`config.mk`:
```
export PLATFORM = sky130hd
export DESIGN_NAME = sha256_message_hasher
export DESIGN_NICKNAME = d
export VERILOG_FILES = /design/src/hdl/sha256_pkg.sv /design/src/hdl/sha256_queue.sv /design/src/hdl/sha256_engine.sv /design/src/hdl/sha256_message_hasher.sv
export SDC_FILE = /design/constraint.sdc
export NUM_CORES = 2
export LEC_CHECK = 0
export BUFFER_PORTS_ARGS = -buffer_cell sky130_fd_sc_hd__buf_4
export CORE_MARGIN = 2
export CORE_UTILIZATION = 35
export CTS_BUF_LIST = sky130_fd_sc_hd__clkbuf_4
export CTS_CLUSTER_DIAMETER = 50
export DETAILED_ROUTE_END_ITERATION = 12
export PLACE_DENSITY = 0.53
export SYNTH_ARGS = -nofsm -noshare
export SYNTH_HDL_FRONTEND = slang
export SYNTH_SLANG_ARGS = --single-unit
```
`constraint.sdc`:
```
create_clock -name clk -period 24.9 [get_ports clk]
set_input_delay 3.735 -clock clk [delete_from_list [all_inputs] [get_ports clk]]
set_output_delay 3.735 -clock clk [all_outputs]
set_load 0.005 [all_outputs]
```
`src/hdl/sha256_pkg.sv`:
```
// Package: SHA-256 constants, request type and round functions.
package sha256_pkg;

  localparam int unsigned QueueDepth = 4;

  typedef enum logic {
    OP_ABSORB = 1'b0,
    OP_FINISH = 1'b1
  } opcode_t;

  typedef struct packed {
    opcode_t    op;
    logic [7:0] data;
  } req_t;

  localparam logic [31:0] IV [8] = '{
    32'h6a09e667, 32'hbb67ae85, 32'h3c6ef372, 32'ha54ff53a,
    32'h510e527f, 32'h9b05688c, 32'h1f83d9ab, 32'h5be0cd19
  };

  localparam logic [31:0] K [64] = '{
    32'h428a2f98, 32'h71374491, 32'hb5c0fbcf, 32'he9b5dba5,
    32'h3956c25b, 32'h59f111f1, 32'h923f82a4, 32'hab1c5ed5,
    32'hd807aa98, 32'h12835b01, 32'h243185be, 32'h550c7dc3,
    32'h72be5d74, 32'h80deb1fe, 32'h9bdc06a7, 32'hc19bf174,
    32'he49b69c1, 32'hefbe4786, 32'h0fc19dc6, 32'h240ca1cc,
    32'h2de92c6f, 32'h4a7484aa, 32'h5cb0a9dc, 32'h76f988da,
    32'h983e5152, 32'ha831c66d, 32'hb00327c8, 32'hbf597fc7,
    32'hc6e00bf3, 32'hd5a79147, 32'h06ca6351, 32'h14292967,
    32'h27b70a85, 32'h2e1b2138, 32'h4d2c6dfc, 32'h53380d13,
    32'h650a7354, 32'h766a0abb, 32'h81c2c92e, 32'h92722c85,
    32'ha2bfe8a1, 32'ha81a664b, 32'hc24b8b70, 32'hc76c51a3,
    32'hd192e819, 32'hd6990624, 32'hf40e3585, 32'h106aa070,
    32'h19a4c116, 32'h1e376c08, 32'h2748774c, 32'h34b0bcb5,
    32'h391c0cb3, 32'h4ed8aa4a, 32'h5b9cca4f, 32'h682e6ff3,
    32'h748f82ee, 32'h78a5636f, 32'h84c87814, 32'h8cc70208,
    32'h90befffa, 32'ha4506ceb, 32'hbef9a3f7, 32'hc67178f2
  };

  function automatic logic [31:0] ror(input logic [31:0] v, input int unsigned s);
    return (v >> s) | (v << (32 - s));
  endfunction

  function automatic logic [31:0] sig0(input logic [31:0] x);
    return ror(x, 7) ^ ror(x, 18) ^ (x >> 3);
  endfunction

  function automatic logic [31:0] sig1(input logic [31:0] x);
    return ror(x, 17) ^ ror(x, 19) ^ (x >> 10);
  endfunction

  function automatic logic [31:0] bsig0(input logic [31:0] x);
    return ror(x, 2) ^ ror(x, 13) ^ ror(x, 22);
  endfunction

  function automatic logic [31:0] bsig1(input logic [31:0] x);
    return ror(x, 6) ^ ror(x, 11) ^ ror(x, 25);
  endfunction

endpackage

```
`src/hdl/sha256_queue.sv`:
```
// Small request FIFO between the input side and the hashing engine.
module sha256_queue #(
  parameter int unsigned DEPTH = 4
) (
  input  logic                clk,
  input  logic                rst_n,
  input  logic                wr_valid,
  output logic                wr_ready,
  input  sha256_pkg::req_t    wr_req,
  output logic                rd_valid,
  input  logic                rd_ready,
  output sha256_pkg::req_t    rd_req
);
  import sha256_pkg::*;

  localparam int unsigned AW = (DEPTH > 1) ? $clog2(DEPTH) : 1;

  req_t              mem [DEPTH];
  logic [AW-1:0]     wp_r, rp_r;
  logic [AW:0]       cnt_r;
  logic              push, pop;

  assign wr_ready = (cnt_r != (AW+1)'(DEPTH));
  assign rd_valid = (cnt_r != '0);
  assign rd_req   = mem[rp_r];
  assign push     = wr_valid && wr_ready;
  assign pop      = rd_valid && rd_ready;

  always_ff @(posedge clk) begin
    if (push) begin
      mem[wp_r] <= wr_req;
    end
  end

  always_ff @(posedge clk) begin
    if (!rst_n) begin
      wp_r  <= '0;
      rp_r  <= '0;
      cnt_r <= '0;
    end else begin
      if (push) begin
        wp_r <= (wp_r == AW'(DEPTH - 1)) ? '0 : wp_r + 1'b1;
      end
      if (pop) begin
        rp_r <= (rp_r == AW'(DEPTH - 1)) ? '0 : rp_r + 1'b1;
      end
      cnt_r <= cnt_r + (AW+1)'(push) - (AW+1)'(pop);
    end
  end

  a_cnt_bound: assert property (@(posedge clk) disable iff (!rst_n)
    cnt_r <= (AW+1)'(DEPTH))
    else $error("queue count over depth");
  a_no_pop_empty: assert property (@(posedge clk) disable iff (!rst_n)
    (cnt_r == '0) |-> !rd_valid)
    else $error("valid while empty");
  a_cnt_step: assert property (@(posedge clk) disable iff (!rst_n)
    (push && !pop) |=> (cnt_r == $past(cnt_r) + 1'b1))
    else $error("count did not advance on push");

endmodule

```
`src/hdl/sha256_engine.sv`:
```
// Hashing engine: buffers bytes, pads, runs 64 rounds and emits the digest.
module sha256_engine (
  input  logic                clk,
  input  logic                rst_n,
  input  logic                req_valid,
  output logic                req_ready,
  input  sha256_pkg::req_t    req,
  output logic                out_valid,
  input  logic                out_ready,
  output logic [31:0]         out_digest_word,
  output logic [2:0]          out_word_index,
  output logic                out_last_word
);
  import sha256_pkg::*;

  typedef enum logic [2:0] {
    S_IDLE, S_PAD, S_LOAD, S_ROUND, S_FOLD, S_EMIT
  } state_t;

  state_t       state_r;
  logic [31:0]  buf_r [16];  // block as big-endian words, byte writes
  logic [5:0]   fill_r;
  logic [5:0]   idx_r;
  logic [63:0]  bits_r;
  logic [63:0]  total_r;
  logic         fin_r;       // current block belongs to a finish
  logic         extra_r;     // a second (length) block follows
  logic [31:0]  h_r [8];
  logic [31:0]  a_r, b_r, c_r, d_r, e_r, f_r, g_r, hh_r;
  logic [31:0]  w_r [16];
  logic [2:0]   oi_r;

  logic [31:0]  wt, wn, t1, t2, ch, mj;
  logic [5:0]   t;

  assign t = idx_r;
  // schedule: window holds w[t..t+15]
  assign wn = sig1(w_r[14]) + w_r[9] + sig0(w_r[1]) + w_r[0];
  assign wt = w_r[0];
  assign ch = (e_r & f_r) ^ (~e_r & g_r);
  assign mj = (a_r & b_r) ^ (a_r & c_r) ^ (b_r & c_r);
  assign t1 = hh_r + bsig1(e_r) + ch + K[t] + wt;
  assign t2 = bsig0(a_r) + mj;

  assign req_ready       = (state_r == S_IDLE);
  assign out_valid       = (state_r == S_EMIT);
  assign out_digest_word = h_r[oi_r];
  assign out_word_index  = oi_r;
  assign out_last_word   = (oi_r == 3'd7);

  always_ff @(posedge clk) begin
    if (!rst_n) begin
      state_r <= S_IDLE;
      fill_r  <= '0;
      bits_r  <= '0;
      idx_r   <= '0;
      oi_r    <= '0;
      fin_r   <= 1'b0;
      extra_r <= 1'b0;
      for (int i = 0; i < 8; i++) h_r[i] <= IV[i];
    end else begin
      case (state_r)
        S_IDLE: begin
          if (req_valid) begin
            if (req.op == OP_ABSORB) begin
              buf_r[fill_r[5:2]][8*(3-fill_r[1:0]) +: 8] <= req.data;
              fill_r        <= fill_r + 1'b1;
              if (fill_r == 6'd63) begin
                fin_r   <= 1'b0;
                idx_r   <= '0;
                bits_r  <= bits_r + 64'd512;
                state_r <= S_LOAD;
              end
            end else begin
              total_r <= bits_r + {55'd0, fill_r, 3'd0};
              buf_r[fill_r[5:2]][8*(3-fill_r[1:0]) +: 8] <= 8'h80;
              extra_r <= (fill_r >= 6'd56);
              fin_r   <= 1'b1;
              // wraps to zero when the marker filled the block
              idx_r   <= fill_r + 1'b1;
              state_r <= (fill_r == 6'd63) ? S_LOAD : S_PAD;
            end
          end
        end
        S_PAD: begin
          // zero fill, then length bytes unless another block follows
          if (!extra_r && idx_r >= 6'd56) begin
            buf_r[idx_r[5:2]][8*(3-idx_r[1:0]) +: 8] <= total_r[8*(7-idx_r[2:0]) +: 8];
          end else begin
            buf_r[idx_r[5:2]][8*(3-idx_r[1:0]) +: 8] <= 8'h00;
          end
          idx_r <= idx_r + 1'b1;
          if (idx_r == 6'd63) state_r <= S_LOAD;
        end
        S_LOAD: begin
          // load message words into the schedule window, init working vars
          for (int i = 0; i < 16; i++) begin
            w_r[i] <= buf_r[i];
          end
          a_r <= h_r[0]; b_r <= h_r[1]; c_r <= h_r[2]; d_r <= h_r[3];
          e_r <= h_r[4]; f_r <= h_r[5]; g_r <= h_r[6]; hh_r <= h_r[7];
          idx_r   <= '0;
          state_r <= S_ROUND;
        end
        S_ROUND: begin
          for (int i = 0; i < 15; i++) w_r[i] <= w_r[i+1];
          w_r[15] <= wn;
          hh_r <= g_r; g_r <= f_r; f_r <= e_r; e_r <= d_r + t1;
          d_r <= c_r; c_r <= b_r; b_r <= a_r; a_r <= t1 + t2;
          idx_r <= idx_r + 1'b1;
          if (idx_r == 6'd63) state_r <= S_FOLD;
        end
        S_FOLD: begin
          h_r[0] <= h_r[0] + a_r; h_r[1] <= h_r[1] + b_r;
          h_r[2] <= h_r[2] + c_r; h_r[3] <= h_r[3] + d_r;
          h_r[4] <= h_r[4] + e_r; h_r[5] <= h_r[5] + f_r;
          h_r[6] <= h_r[6] + g_r; h_r[7] <= h_r[7] + hh_r;
          idx_r <= '0;
          if (!fin_r) begin
            state_r <= S_IDLE;
          end else if (extra_r) begin
            extra_r <= 1'b0;
            state_r <= S_PAD;
          end else begin
            oi_r    <= '0;
            state_r <= S_EMIT;
          end
        end
        S_EMIT: begin
          if (out_ready) begin
            oi_r <= oi_r + 1'b1;
            if (oi_r == 3'd7) begin
              fin_r   <= 1'b0;
              fill_r  <= '0;
              bits_r  <= '0;
              for (int i = 0; i < 8; i++) h_r[i] <= IV[i];
              state_r <= S_IDLE;
            end
          end
        end
        default: state_r <= S_IDLE;
      endcase
    end
  end

  a_emit_fin: assert property (@(posedge clk) disable iff (!rst_n)
    (state_r == S_EMIT) |-> fin_r)
    else $error("digest emitted without finish");
  a_emit_hold: assert property (@(posedge clk) disable iff (!rst_n)
    (out_valid && !out_ready) |=> (out_valid && $stable(oi_r)))
    else $error("digest word dropped");
  a_last_done: assert property (@(posedge clk) disable iff (!rst_n)
    (out_valid && out_ready && out_last_word) |=> (state_r == S_IDLE && fill_r == '0))
    else $error("no restart after digest");

endmodule

```
`src/hdl/sha256_message_hasher.sv`:
```
// Top level: SHA-256 byte-stream hasher, request queue plus hashing engine.
//
// channel   direction  payload
// in_       input      in_opcode, in_data_byte
// out_      output     out_digest_word, out_word_index, out_last_word
//
// Each absorb request writes one byte into the engine's block buffer; every 64th
// byte runs a block of load, 64 rounds and fold while the engine takes no request.
// Finish pads one byte per cycle, runs one or two blocks, then emits 8 words.
// Reset (rst_n low, synchronous) loads the initial hash and empties the queue.
// A stalled output holds the engine; the queue keeps taking requests until full.
module sha256_message_hasher #(
  parameter int unsigned QUEUE_DEPTH = sha256_pkg::QueueDepth
) (
  input  logic        clk,
  input  logic        rst_n,
  input  logic        in_valid,
  output logic        in_ready,
  input  logic        in_opcode,
  input  logic [7:0]  in_data_byte,
  output logic        out_valid,
  input  logic        out_ready,
  output logic [31:0] out_digest_word,
  output logic [2:0]  out_word_index,
  output logic        out_last_word
);
  import sha256_pkg::*;

  req_t in_req, q_req;
  logic q_valid, q_ready;

  assign in_req.op   = opcode_t'(in_opcode);
  assign in_req.data = in_data_byte;

  sha256_queue #(.DEPTH(QUEUE_DEPTH)) u_queue (
    .clk, .rst_n,
    .wr_valid(in_valid), .wr_ready(in_ready), .wr_req(in_req),
    .rd_valid(q_valid), .rd_ready(q_ready), .rd_req(q_req)
  );

  sha256_engine u_engine (
    .clk, .rst_n,
    .req_valid(q_valid), .req_ready(q_ready), .req(q_req),
    .out_valid, .out_ready, .out_digest_word, .out_word_index, .out_last_word
  );

endmodule
```
# --- Word level (Yosys, flattened, before mapping) ---
# Memory sizes are Yosys's and may differ from the RTL's. A register that Yosys moved wholly into a read port is not among the register bits.
# Index checks and enable logic that the tools add are counted.
word_totals:
  register_bits: 411
  latch_bits: 0
  mem_bits_rw: 1316
  romBits: 2048
  inputBits: 13
  word_cells: 425
  n_memories: 5
mem_list:
  columns: ["name", "depth", "width", "rd", "rd_ports_with_merged_regs", "write_ports", "line", "text"]
  rows:
  - ["(no name shown)", 64, 32, 1, 0, 0, "sha256_engine.sv:42", "assign t1 = hh_r + bsig1(e_r) + ch + K[t] + wt;"]
  - ["u_engine.buf_r", 16, 32, 16, 0, 1, "sha256_engine.sv:21", "logic [31:0] buf_r [16];"]
  - ["u_engine.w_r", 16, 32, 16, 0, 16, "sha256_engine.sv:30", "logic [31:0] w_r [16];"]
  - ["u_engine.h_r", 8, 32, 9, 1, 8, "sha256_engine.sv:28", "logic [31:0] h_r [8];"]
  - ["u_queue.mem", 4, 9, 1, 1, 1, "sha256_queue.sv:18", "req_t mem [DEPTH];"]
classes:
  n_addsub: 32
  multipliers: 0
  div: 0
  n_lt_le_gt_ge: 3
  n_eq_ne: 22
  shift: 7
  muxes: 190
  bitwise: 124
  reduce_logical: 23
op_table:
  columns: ["cell", "count"]
  rows:
  - ["two-way mux 32 bit", 40]
  - ["adder 32 bit", 18]
  - ["one-hot mux 32 bit (2 select lines)", 8]
  - ["two-way mux 64 bit", 5]
  - ["XOR 32 bit", 9]
  - ["bitwise AND 32 bit", 5]
  - ["one-hot mux 64 bit (2 select lines)", 1]
  - ["two-way mux 1 bit", 103]
  - ["bitwise OR 1 bit", 96]
  - ["negator 32 -> 34 bit", 2]
  - ["variable shift 8 x 34 -> 32 bit (first input constant)", 2]
  - ["indexed part select 8 x 34 -> 32 bit", 2]
  - ["indexed part select 8 x 34 -> 32 bit (first input constant)", 2]
  - ["adder 64 x 10 -> 64 bit (second input constant)", 1]
  - ["adder 64 x 9 -> 64 bit", 1]
  - ["indexed part select 64 x 33 -> 8 bit", 1]
  - ["two-way mux 3 bit", 14]
  - ["two-way mux 6 bit", 7]
  - ["NOT 32 bit", 1]
  - ["bitwise OR 10 x 32 -> 32 bit", 1]
  - ["bitwise OR 13 x 32 -> 32 bit", 1]
  - ["bitwise OR 14 x 32 -> 32 bit", 1]
  - ["bitwise OR 15 x 32 -> 32 bit", 1]
  - ["bitwise OR 19 x 32 -> 32 bit", 1]
  - ["other kinds (45)", 78]

# --- Logic depth before layout (Yosys ltp) ---
logic_depth:
  word_depth: 9
  depth_mapped: 41
  ltp_nobuf: 39

# --- Cells and area by module ---
# Synthesis repeated with hierarchy kept, for this count alone.
hier_totals:
  hier_cells: 8370
  area_unflattened_um2: 94481.9
by_module_without_submodules:
  columns: ["mod", "instances", "cells_per_inst", "area_each_um2"]
  rows:
  - ["sha256_engine", 1, 8271, 92700.2]
  - ["sha256_queue", 1, 99, 1781.7]

# --- Worst setup path before layout ---
# OpenSTA, ideal clock, no wires.
synth_timing:
  kind: "input port to flip-flop"
  startpoint: "input port rst_n"
  endpoint: "memory u_engine.w_r[0][0] (enable)"
  setup_ps: 1400
  t_arrival_ps: 25278
  setup_slack_ps: -1779
  path_stages: 3
  path_cell_list: "clkbuf_1 > nand2_1 > nor2_1"
synth_rtl:
  columns: ["element", "line", "text"]
  rows:
  - ["from (decl)", "sha256_message_hasher.sv:16", "input logic rst_n,"]
  - ["to (decl)", "sha256_engine.sv:30", null]

# --- Worst setup path after layout ---
layout_timing:
  startpoint: "register u_engine.idx_r[1]"
  endpoint: "register u_engine.a_r[29], data pin"
layout_via:
  elab_chain_cells: 8
layout_lines:
  columns: ["element", "line", "text"]
  rows:
  - ["from (decl)", "sha256_engine.sv:23", "logic [5:0] idx_r;"]
  - ["from (signal assigned)", "sha256_engine.sv:80", "idx_r <= fill_r + 1'b1;"]
  - ["from (signal assigned)", "sha256_engine.sv:92", "idx_r <= idx_r + 1'b1;"]
  - ["from (signal assigned)", "sha256_engine.sv:110", "idx_r <= idx_r + 1'b1;"]
  - ["NOT 6 -> 7 bit (not written as such)", "sha256_engine.sv:42", null]
  - ["memory read (64 x 32 bit)", null, null]
  - ["two-way mux 32 bit (not written as such) (2 in series)", "sha256_engine.sv:42", null]
  - ["adder 32 bit (2 in series)", "sha256_engine.sv:42", null]
  - ["adder 32 bit", "sha256_engine.sv:109", "d_r <= c_r; c_r <= b_r; b_r <= a_r; a_r <= t1 + t2;"]
  - ["one-hot mux 32 bit (2 select lines)", "sha256_engine.sv:62", "case (state_r)"]
  - ["to (signal assigned)", "sha256_engine.sv:100", "a_r <= h_r[0]; b_r <= h_r[1]; c_r <= h_r[2]; d_r <= h_r[3];"]
  - ["to (signal assigned)", "sha256_engine.sv:109", null]
  - ["to (decl)", "sha256_engine.sv:29", "logic [31:0] a_r, b_r, c_r, d_r, e_r, f_r, g_r, hh_r;"]
# Every way passes these cells. The select of a mux whose other input is x is not followed.
# A chain may end at the register's enable or synchronous reset.

==> results.cfg <==
[run_status]
outcome = finished, final reports clean

[setup_path]
crit_type = reg -> reg
slowest_stage = ha_1
critPathMaxStageDelay_ns = 0.85
crit_required_ns = 25.86
crit_path_end_kind = flip-flop
cp_num_buf_inv = 3
cp-start-kind = flip-flop
critical-path-top-delay-family = compound AO/OA/AOI/OAI gates
critPathArrivalTime_ns = 11.82
cp_max_fo = 14

[finish]
syn_to_final_growth_pct = 10.8
layout-drive-gt1-share_pct = 18.8
fin_nets = 8830

[clocking]
cts_root_buffer = clkbuf_4
cts_max_level = 5
postCtsResizedCells = 0
clockBufferDepth = 4
post_cts_buffers = 0
cts_sinks = 1720
cts_buffers = 465
clkTransAtPathRegs_ns = 0.07
hold_buffers = 0
cts_tree = built
clkLatencyLatePin_ns = 1.38

[routing]
wl_per_cell_um = 24.7
wl_mm = 299
drtIter0Drc = 5898
drc_errors = 0
firstDrtPassIters = 6
via_per_inst = 5.41
ant_nets = 0
vias = 65451

[global_routing]
grt_pass1_vias = 64129
grt_antenna_before_repair = 16
busiest_layer = met2
grt_util_met3_pct = 3.32
grt_overflow = 0
grt_usage_pct = 21.5
grt_pass1_wl_mm = 438
grt_max_degree = 149
grtUsageMet2_pct = 32.3
use_met1_pct = 32.1

[synth]
syn_area_mm2 = 0.0942
ys_warn_count = 0
synth_edf_count = 1505
syn_nets = 8632
post-synth-top-area-fraction_pct = 48.0
ys_types = 97
synthFlopType = edfxtp_1
synth_cells = 8016
synth.area.top_cells = edfxtp_1 48%, mux2_2 6.5%, ha_1 5.4%
ys_seq_elements = 1720
ys_seq_area_share_pct = 52.5
synth_top_cell_by_area = edfxtp_1
syn_avg_cell_area_um2 = 11.8
ys_async_sr_fraction_pct = 0

[sta]
setup_violations = 0
fin_skew_ns = 0.165
setup-tns-final_ns = 0
maxClockFrequency_ghz = 0.0920
min_period_ns = 10.87
worstMarginPinSlew_ns = 1.38
finalHoldViolations = 0
slew_viol_final = 0
period_share_pct = 43.6
rsz0062_at_grt = no
slew_headroom_pct = 8.14

[floorplanning]
rows = 190
fp.dieH_um = 523
die_w_um = 523
coreArea_mm2 = 0.268
start_util_pct = 35.2
die_area_mm2 = 0.273
ioPinCount = 51

[worst_hold_path]
hp-class = reg -> reg

[placed_design]
gp_congestion = 0.924
hpwl_mm = 211
io_buffers = 50

[run]
maxCapViolCount = 0
-- state kept, by name, indices dropped and copies added (netlist names), 36 cells and up, named ones only --
signal	count
u_engine.total_r	61
u_engine.bits_r	55
u_engine.w_r	512
u_queue.mem	36
u_engine.h_r	256
u_engine.buf_r	512
-- final timing paths --
kind | cells after the start | end | slack (ns) | startpoint
worst max register to register | 32 | u_engine.a_r[29] | 14.03 | u_engine.idx_r[1]
worst min register to register | 0 | u_engine.total_r[18] | 0.39 | u_engine.bits_r[18]
worst min-delay path | 0 | u_engine.total_r[18] | 0.39 | u_engine.bits_r[18]
worst max-delay path | 32 | u_engine.a_r[29] | 14.03 | u_engine.idx_r[1]
-- cell type report --
| class | count | area [µm²] |
|---|---|---|
| diodes | 9 | 22.5 |
| clock buffers | 682 | 5120 |
| clock inverters | 113 | 713 |
| fillers | 25905 | 164000 |
| inverters | 301 | 1130 |
| multi-input cells | 5558 | 42100 |
| flip-flops and latches | 1720 | 49500 |
| well taps | 3552 | 4440 |
| repair buffers | 168 | 1300 |
-- per-stage QoR --
stage	utilization (%)	cell area, µm²	setup slack, ns	cells	hold WS [ns]
floorplan	-	94200	6.91	8016	0.447
global placement	36.8	98500	14.31	11299	0.434
detailed placement	36.8	98500	14.39	11299	0.456
CTS	39.0	104000	14.16	12094	0.388
global route	39.0	104000	13.28	12101	0.399
finish	39.0	104000	14.03	12103	0.393
-- cell families after synthesis --
| family | count (synthesis) | share of synthesized area [%] |
|---|---|---|
| adder cells (fa/ha/maj) | 626 | 9.81 |
| buffers and inverters | 738 | 2.95 |
| flip-flops | 1720 | 52.5 |
| multiplexers | 663 | 8.99 |
| AO/OA/AOI/OAI | 1524 | 10.2 |
| XOR/XNOR | 608 | 5.68 |
| AND/OR/NAND/NOR | 2137 | 9.87 |
-- synthesized netlist by cell type (42+ instances only) --
library cell,n
mux4_2,92
and3_1,55
o21a_1,48
nand2b_1,59
xnor2_1,394
ha_1,407
o211ai_1,70
inv_1,298
nand3_1,111
clkbuf_1,389
fa_1,196
or3_1,42
dfxtp_1,215
nor2b_1,64
a21oi_1,419
edfxtp_1,1505
o21ai_0,389
mux2_2,545
a31oi_1,69
o21bai_1,47
a211oi_1,70
nand2_1,1133
nor2_1,426
a21o_1,157
nor3_1,100
xor2_1,212
buf_1,43
-- cells in the final DEF (no fill, tap or decap), drive strengths merged, types with 15 or more instances in the layout --
cell    count
o211ai     70
nor3      102
a211oi     70
o21a       48
inv       305
o21bai     47
xnor2     394
clkinv     98
fa        196
ha        407
o22ai      16
a31oi      70
clkbuf    682
edfxtp   1505
nand2b     59
nor2      429
maj3       23
or2        29
nand4      29
nand2    1134
and2       32
mux2i      25
mux2      546
buf       168
or3        42
a21o      157
and3       55
o21ai     409
nor2b      64
o31ai      31
mux4       92
nand3     111
a21boi     15
dfxtp     215
a21oi     419
xor2      212
-- layer usage --
layer,routed length (µm),vias up
met5,13,-
met4,6380,2
met3,18600,388
met2,131000,2232
met1,143000,33068
li1,-,29761
Power is left out: the tool's default activity adds up to more than one toggle a clock period on the data nets, which glitch-free logic cannot reach.
